## config.mk

```make
export PLATFORM = sky130hd
export DESIGN_NAME = dust_sensor_frame_decoder_flat
export DESIGN_NICKNAME = d
export VERILOG_FILES = /design/src/rtl/dsfd_pkg.sv /design/src/rtl/dsfd_rx_if.sv /design/src/rtl/dsfd_cfg_if.sv /design/src/rtl/dsfd_reading_if.sv /design/src/rtl/dust_sensor_frame_decoder.sv /design/src/rtl/dsfd_pm_calc.sv /design/src/flat_wrapper.sv
export SDC_FILE = /design/constraint.sdc
export NUM_CORES = 1
export LEC_CHECK = 0
export BUFFER_PORTS_ARGS = -buffer_cell sky130_fd_sc_hd__buf_2
export CORE_MARGIN = 5
export CORE_UTILIZATION = 30
export DETAILED_ROUTE_END_ITERATION = 6
export PLACE_DENSITY = 0.54
export SLEW_MARGIN = 20
export SYNTH_ARGS = -nofsm -noshare
export SYNTH_HDL_FRONTEND = slang
export SYNTH_HIERARCHICAL = 1
export SYNTH_SLANG_ARGS = --single-unit
```

## constraint.sdc

```tcl
create_clock -name clk_i -period 17.3 [get_ports clk_i]
set_input_delay 3.46 -clock clk_i [delete_from_list [all_inputs] [get_ports clk_i]]
set_output_delay 3.46 -clock clk_i [all_outputs]
set_load 0.1 [all_outputs]
```

## src/rtl/dsfd_pkg.sv

```systemverilog
// Shared constants for the dust sensor frame decoder.
// No dependencies.
package dsfd_pkg;

  localparam int unsigned FrameLen = 8;   // header + data + checksum, 6..32
  localparam int unsigned CntW     = $clog2(FrameLen);

  localparam logic [7:0]      HeaderReset = 8'hA5;
  localparam logic [CntW-1:0] PosInt      = CntW'(3);
  localparam logic [CntW-1:0] PosDec      = CntW'(4);
  localparam logic [CntW-1:0] PosChk      = CntW'(FrameLen - 1);

  localparam int unsigned DutyW = 15;     // 100*255 + 255 fits
  localparam int unsigned PmW   = 13;

  localparam logic [PmW-1:0]   PmMax    = 13'd6400;
  localparam logic [DutyW-1:0] DutyLow  = 15'd50;    // at or below: 0
  localparam logic [DutyW-1:0] DutyHigh = 15'd5000;  // above: PmMax

  // floor(t/99) == (t*RecipM) >> RecipShift for t < 2^20
  localparam int unsigned RecipShift = 27;
  localparam logic [20:0] RecipM     = 21'd1355735;

endpackage

```

## src/rtl/dsfd_rx_if.sv

```systemverilog
// Byte input channel of the dust sensor frame decoder.
// No dependencies.
interface dsfd_rx_if;
  logic       valid;
  logic       ready;
  logic [7:0] rx_byte;

  modport source (output valid, output rx_byte, input ready);
  modport sink   (input valid, input rx_byte, output ready);
endinterface

```

## src/rtl/dsfd_cfg_if.sv

```systemverilog
// Configuration write channel (header byte register).
// No dependencies.
interface dsfd_cfg_if;
  logic       valid;
  logic       ready;
  logic [7:0] header_byte;

  modport source (output valid, output header_byte, input ready);
  modport sink   (input valid, input header_byte, output ready);
endinterface

```

## src/rtl/dsfd_reading_if.sv

```systemverilog
// Result channel of the dust sensor frame decoder.
// Depends on dsfd_pkg.
interface dsfd_reading_if;
  logic                       valid;
  logic                       ready;
  logic                       reading_valid;
  logic [dsfd_pkg::PmW-1:0]   pm25_sixteenths;

  modport source (output valid, output reading_valid, output pm25_sixteenths, input ready);
  modport sink   (input valid, input reading_valid, input pm25_sixteenths, output ready);
endinterface

```

## src/rtl/dust_sensor_frame_decoder.sv

```systemverilog
// Dust sensor frame decoder top level: framing, checksum, result register.
// Depends on dsfd_pkg, dsfd_rx_if, dsfd_cfg_if, dsfd_reading_if, dsfd_pm_calc.
//
//   port       dir   transaction
//   rx_i       in    one received byte
//   cfg_i      in    header byte register write (always ready)
//   reading_o  out   one result per completed frame: checksum ok flag + pm
//
// One byte per cycle. A frame's result is registered on the edge that takes its
// checksum byte and shows in the next cycle. The duty is formed when byte 4 arrives,
// so the checksum cycle only runs the divide-by-99 multiplier and the clamp.
// rx_i stalls only while a result waits and reading_o.ready is low.
// Reset returns to hunting for the header; header register resets to 0xA5.
module dust_sensor_frame_decoder (
  input  logic           clk_i,
  input  logic           rst_ni,
  dsfd_rx_if.sink        rx_i,
  dsfd_cfg_if.sink       cfg_i,
  dsfd_reading_if.source reading_o
);

  logic                          header_q;
  logic [7:0]                    header_byte_q;
  logic                          in_frame_q, in_frame_d;
  logic [dsfd_pkg::CntW-1:0]     count_q, count_d;
  logic [7:0]                    sum_q, sum_d;
  logic [7:0]                    integer_q, integer_d;
  logic [dsfd_pkg::DutyW-1:0]    duty_q, duty_d;
  logic [dsfd_pkg::PmW-1:0]      last_q, last_d;
  logic                          out_valid_q, out_valid_d;
  logic                          out_ok_q, out_ok_d;
  logic [dsfd_pkg::PmW-1:0]      pm;
  logic                          rx_fire;
  logic [7:0]                    b;
  logic [7:0]                    chk_sum;

  assign header_q = 1'b1;
  assign cfg_i.ready = header_q;

  always_ff @(posedge clk_i or negedge rst_ni) begin
    if (!rst_ni) begin
      header_byte_q <= dsfd_pkg::HeaderReset;
    end else if (cfg_i.valid) begin
      header_byte_q <= cfg_i.header_byte;
    end
  end

  assign b        = rx_i.rx_byte;
  assign rx_i.ready = !out_valid_q || reading_o.ready;
  assign rx_fire  = rx_i.valid && rx_i.ready;
  assign chk_sum  = sum_q + b;

  dsfd_pm_calc u_pm_calc (
    .duty_i (duty_q),
    .pm_o   (pm)
  );

  always_comb begin
    in_frame_d  = in_frame_q;
    count_d     = count_q;
    sum_d       = sum_q;
    integer_d   = integer_q;
    duty_d      = duty_q;
    last_d      = last_q;
    out_ok_d    = out_ok_q;
    out_valid_d = out_valid_q && !reading_o.ready;

    if (rx_fire) begin
      if (!in_frame_q) begin
        if (b == header_byte_q) begin
          in_frame_d = 1'b1;
          count_d    = dsfd_pkg::CntW'(1);
          sum_d      = '0;
        end
      end else if (count_q == dsfd_pkg::PosChk) begin
        // checksum byte: two's complement of the data sum
        out_valid_d = 1'b1;
        out_ok_d    = (chk_sum == 8'h00);
        if (chk_sum == 8'h00) begin
          last_d = pm;
        end
        in_frame_d = 1'b0;
        count_d    = '0;
      end else begin
        sum_d   = chk_sum;
        count_d = count_q + dsfd_pkg::CntW'(1);
        if (count_q == dsfd_pkg::PosInt) begin
          integer_d = b;
        end
        if (count_q == dsfd_pkg::PosDec) begin
          duty_d = dsfd_pkg::DutyW'(integer_q) * 15'd100 + dsfd_pkg::DutyW'(b);
        end
      end
    end
  end

  always_ff @(posedge clk_i or negedge rst_ni) begin
    if (!rst_ni) begin
      in_frame_q  <= 1'b0;
      count_q     <= '0;
      sum_q       <= '0;
      integer_q   <= '0;
      duty_q      <= '0;
      last_q      <= '0;
      out_valid_q <= 1'b0;
      out_ok_q    <= 1'b0;
    end else begin
      in_frame_q  <= in_frame_d;
      count_q     <= count_d;
      sum_q       <= sum_d;
      integer_q   <= integer_d;
      duty_q      <= duty_d;
      last_q      <= last_d;
      out_valid_q <= out_valid_d;
      out_ok_q    <= out_ok_d;
    end
  end

  // last good reading doubles as the result payload register
  assign reading_o.valid           = out_valid_q;
  assign reading_o.reading_valid   = out_ok_q;
  assign reading_o.pm25_sixteenths = last_q;

endmodule

```

## src/rtl/dsfd_pm_calc.sv

```systemverilog
// Duty (hundredths) to PM2.5 concentration in 1/16 units, clamped.
// pm = floor((duty - 50) * 128 / 99), limited to 0..6400. Depends on dsfd_pkg.
module dsfd_pm_calc (
  input  logic [dsfd_pkg::DutyW-1:0] duty_i,
  output logic [dsfd_pkg::PmW-1:0]   pm_o
);

  logic [12:0] excess;
  logic [19:0] scaled;
  logic [40:0] prod;

  // Only used when 50 < duty <= 5000, so excess stays below 4951.
  assign excess = 13'(duty_i - dsfd_pkg::DutyLow);
  assign scaled = {excess, 7'b0};
  assign prod   = 41'(scaled) * 41'(dsfd_pkg::RecipM);

  always_comb begin
    if (duty_i <= dsfd_pkg::DutyLow) begin
      pm_o = '0;
    end else if (duty_i > dsfd_pkg::DutyHigh) begin
      pm_o = dsfd_pkg::PmMax;
    end else begin
      pm_o = prod[dsfd_pkg::RecipShift +: dsfd_pkg::PmW];
    end
  end

endmodule

```

## src/flat_wrapper.sv

```systemverilog
// flat-port wrapper written by rule: the top's interface ports become plain ports
module dust_sensor_frame_decoder_flat 
  (clk_i, rst_ni, rx_i_valid, rx_i_rx_byte, rx_i_ready, cfg_i_valid, cfg_i_header_byte, cfg_i_ready, reading_o_valid, reading_o_reading_valid, reading_o_pm25_sixteenths, reading_o_ready);
  dsfd_rx_if rx_i_i ();
  dsfd_cfg_if cfg_i_i ();
  dsfd_reading_if reading_o_i ();
  input  logic clk_i;
  input  logic rst_ni;
  input wire logic [$bits(rx_i_i.valid)-1:0] rx_i_valid;
  input wire logic [$bits(rx_i_i.rx_byte)-1:0] rx_i_rx_byte;
  output wire logic [$bits(rx_i_i.ready)-1:0] rx_i_ready;
  input wire logic [$bits(cfg_i_i.valid)-1:0] cfg_i_valid;
  input wire logic [$bits(cfg_i_i.header_byte)-1:0] cfg_i_header_byte;
  output wire logic [$bits(cfg_i_i.ready)-1:0] cfg_i_ready;
  output wire logic [$bits(reading_o_i.valid)-1:0] reading_o_valid;
  output wire logic [$bits(reading_o_i.reading_valid)-1:0] reading_o_reading_valid;
  output wire logic [$bits(reading_o_i.pm25_sixteenths)-1:0] reading_o_pm25_sixteenths;
  input wire logic [$bits(reading_o_i.ready)-1:0] reading_o_ready;
  assign rx_i_i.valid = rx_i_valid;
  assign rx_i_i.rx_byte = rx_i_rx_byte;
  assign rx_i_ready = rx_i_i.ready;
  assign cfg_i_i.valid = cfg_i_valid;
  assign cfg_i_i.header_byte = cfg_i_header_byte;
  assign cfg_i_ready = cfg_i_i.ready;
  assign reading_o_valid = reading_o_i.valid;
  assign reading_o_reading_valid = reading_o_i.reading_valid;
  assign reading_o_pm25_sixteenths = reading_o_i.pm25_sixteenths;
  assign reading_o_i.ready = reading_o_ready;
  dust_sensor_frame_decoder u_core (.clk_i(clk_i), .rst_ni(rst_ni), .rx_i(rx_i_i), .cfg_i(cfg_i_i), .reading_o(reading_o_i));
endmodule
```

==> impl_metrics.env <==
export IMPL_status="completed"
export IMPL_cts_root_buf="clkbuf_16"
export IMPL_dpl_cell_area_um2=9450
export IMPL_die_h_um=182
export IMPL_ant_nets=0
export IMPL_n_antenna_cell=0
export IMPL_cp_slowest_cell="a21boi_0"
export IMPL_synth_most_common_cell="inv_1"
export IMPL_syn2layout_area_growth_pct=10.1
export IMPL_maxCapViolations=0
export IMPL_cts_htree_levels=3
export IMPL_relSlewSlack_pct=34.4
export IMPL_postCtsHoldBufs=0
export IMPL_pin_count=38
export IMPL_skew_ns=0.00627
export IMPL_path_class="reg -> reg"
export IMPL_setup_viol_count_final=0
export IMPL_overflow=0
export IMPL_die_x_um=182
export IMPL_antenna_found_initial=0
export IMPL_yosysSeqAreaShare_pct=16.5
export IMPL_cp_top_family="adder cells"
export IMPL_period_needed_ns=8.36
export IMPL_seq_area_um2=1460
export IMPL_tns_ns=0
export IMPL_syn_area_per_cell_um2=9.54
export IMPL_dr_pass1_iters=5
export IMPL_ys_async_sr_fraction_pct=100
export IMPL_place_congestion=0.931
export IMPL_cp_arrival_ns=8.58
export IMPL_final_area_um2=9730
export IMPL_yosys_warnings=6
export IMPL_path_cells="inv_1 > ha_1 > a21boi_0 > nor2_1 > or3_1 > xnor2_1 > inv_1 > fa_1 > fa_1 > inv_1 > fa_1 > inv_1 > fa_1 > fa_1 > inv_1 > ha_1 > a21oi_1 > o211ai_1 > a211oi_1 > o21ai_0 > a21boi_0 > and4_1 > nor4_1 > mux2_2"
export IMPL_crit_required_ns=17.52
export IMPL_vias=6488
export IMPL_yosys_area_top_type_share_pct=22.0
export IMPL_rsz0062_at_grt="no"
export IMPL_hold_path_class="reg -> reg"
export IMPL_drv_slew=0
export IMPL_dp_cells=1338
export IMPL_postCtsSetupRepairBufs=0
export IMPL_port_buffers=36
export IMPL_post_drt_via_cell_ratio=4.79
export IMPL_crit_path_max_fanout=8
export IMPL_first_global_vias=6773
export IMPL_wl_um=20500
export IMPL_cp_end_kind="flop"
export IMPL_ys_top_cells_by_area="fa_1 22%, ha_1 21%, dfrtp_1 15%, inv_1 7.6%, mux2_2 3.7%"
export IMPL_fillers=2985
export IMPL_grt_util_all_layers_pct=12.8
export IMPL_clock_path_buffers=2
export IMPL_cp_start_kind="flop"
export IMPL_tightest_slew_ns=0.976
export IMPL_synthCells=927
export IMPL_drive_gt1_share_pct=11.2
export IMPL_place_hpwl_um=17400
export IMPL_num_rows=62
export IMPL_syn_nets=1193
export IMPL_cp_buffers_inverters=5
export IMPL_grt_max_degree=59
export IMPL_clkLatencyLatePin_ns=0.34
export IMPL_yosysTopAreaCell="fa_1"
export IMPL_route_detailed_drc=0
export IMPL_synth_edf_count=0
export IMPL_drt_iter0_drc=310
export IMPL_grt_pass1_wl_um=34800
export IMPL_postCtsResizedCells=0
export IMPL_start_util_pct=30.6
export IMPL_syn_area_um2=8840
export IMPL_synth_common_cells="178 x inv_1, 148 x ha_1, 97 x fa_1"
export IMPL_multiInputGateArea_um2=6630
export IMPL_routedWlPerCell_um=15.1
export IMPL_fin_cells=1354
export IMPL_slowest_delay_ns=0.68
export IMPL_core_um2=28900
export IMPL_synth_cell_types=69
export IMPL_cts_made_buffers=9
export IMPL_cts_clk_slew_worst_paths_ns=0.06
export IMPL_post_route_util_pct=33.6
export IMPL_fmaxAchievable_mhz=120
export IMPL_dieArea_um2=33000
export IMPL_clock_sinks=58
export IMPL_synth_ff_type="dfrtp_1"
export IMPL_hold_violations=0
export IMPL_layout_nets=1231
export IMPL_ys_ff_latch=58
export IMPL_min_period_over_period_pct=48.3
export IMPL_cts_tree="yes"
[cell usage in the layout, fill, tap and decap left out, types with 4 or more instances in the layout]
| master | netlist | routed |
|---|---|---|
| mux2i_1 | 4 | 4 |
| a21o_1 | 18 | 18 |
| nor2_1 | 45 | 45 |
| a31oi_1 | 7 | 7 |
| a21boi_0 | 5 | 5 |
| a21oi_1 | 39 | 39 |
| dfstp_2 | 4 | 4 |
| inv_1 | 178 | 178 |
| nor4_1 | 8 | 8 |
| xnor2_1 | 31 | 31 |
| mux2_2 | 29 | 29 |
| o211ai_1 | 6 | 6 |
| or4_1 | 6 | 6 |
| buf_2 | 0 | 36 |
| xor2_1 | 19 | 19 |
| ha_1 | 148 | 148 |
| o31ai_1 | 4 | 4 |
| a22o_1 | 9 | 9 |
| nor3_1 | 8 | 8 |
| nand3_1 | 16 | 16 |
| nand2_1 | 52 | 52 |
| buf_4 | 2 | 5 |
| nand4_1 | 10 | 10 |
| clkbuf_16 | 0 | 9 |
| fa_1 | 97 | 97 |
| dfrtp_1 | 54 | 54 |
| o21ai_0 | 38 | 38 |
| a211oi_1 | 9 | 9 |
| and3_1 | 6 | 6 |
| or2_2 | 6 | 6 |
[worst paths after layout]
path,start,depth (start not counted),slack [ns],to
worst max-delay path,u_core/duty_q[2],24,8.94,u_core/reading_o.pm25_sixteenths[12]
worst min-delay path,u_core/reading_o.reading_valid,1,0.49,u_core/reading_o.reading_valid
worst max register to register,u_core/duty_q[2],24,8.94,u_core/reading_o.pm25_sixteenths[12]
worst min register to register,u_core/reading_o.reading_valid,1,0.49,u_core/reading_o.reading_valid
max in group asynchronous,rst_ni,2,13.50,u_core/duty_q[4]
min in group asynchronous,rst_ni,2,3.28,u_core/reading_o.pm25_sixteenths[12]
[sequential cells by signal, summed over array words and instances, names as in the netlist]
| register | cells |
|---|---|
| u_core/duty_q | 15 |
| u_core/reading_o.pm25_sixteenths | 13 |
| u_core/header_byte_q | 8 |
| u_core/integer_q | 8 |
| u_core/sum_q | 8 |
| u_core/count_q | 3 |
| u_core/in_frame_q | 1 |
| u_core/reading_o.reading_valid | 1 |
| u_core/reading_o.valid | 1 |
[layer usage]
| layer | wire [µm] | GRT usage (%) | part of all wire, % | up-vias |
|---|---|---|---|---|
| met5 | 0 | 0 | 0 | - |
| met4 | 347 | 2.88 | 1.7 | 0 |
| met3 | 905 | 2.30 | 4.4 | 22 |
| met2 | 9480 | 21.2 | 46 | 123 |
| met1 | 9740 | 17.6 | 48 | 3140 |
| li1 | - | - | - | 3203 |
[area by class of cell]
type / instances / area share, %
Clock buffer: 10 / 2.46
Tap cell: 384 / 4.94
Clock inverter: 6 / 0.424
Sequential cell: 58 / 15.0
Inverter: 178 / 6.86
Multi-Input combinational cell: 677 / 68.1
Timing Repair Buffer: 41 / 2.24
[logic make-up (layout without fill, tap and decap cells)]
kind of cell | count (synthesis) | in the layout | synth area share [%]
compound gates | 167 | 167 | 12.6
other cells | 1 | 1 | 0.0424
fa+ha+maj | 245 | 245 | 42.9
buf+inv | 192 | 235 | 8.52
flops | 58 | 58 | 16.5
xor+xnor | 50 | 50 | 4.95
simple gates | 181 | 181 | 10.4
mux | 33 | 33 | 4.15
[stage by stage]
stage | hold slack (ns) | setup WS (ns)
after floorplan | 0.470 | 10.08
after global placement | 0.468 | 9.18
after detailed placement | 0.468 | 9.02
after CTS | 0.490 | 9.00
after global routing | 0.509 | 8.56
final | 0.492 | 8.94
Power is not shown: default switching activity piles up to over one toggle a cycle in this logic, so the estimate is an artifact.
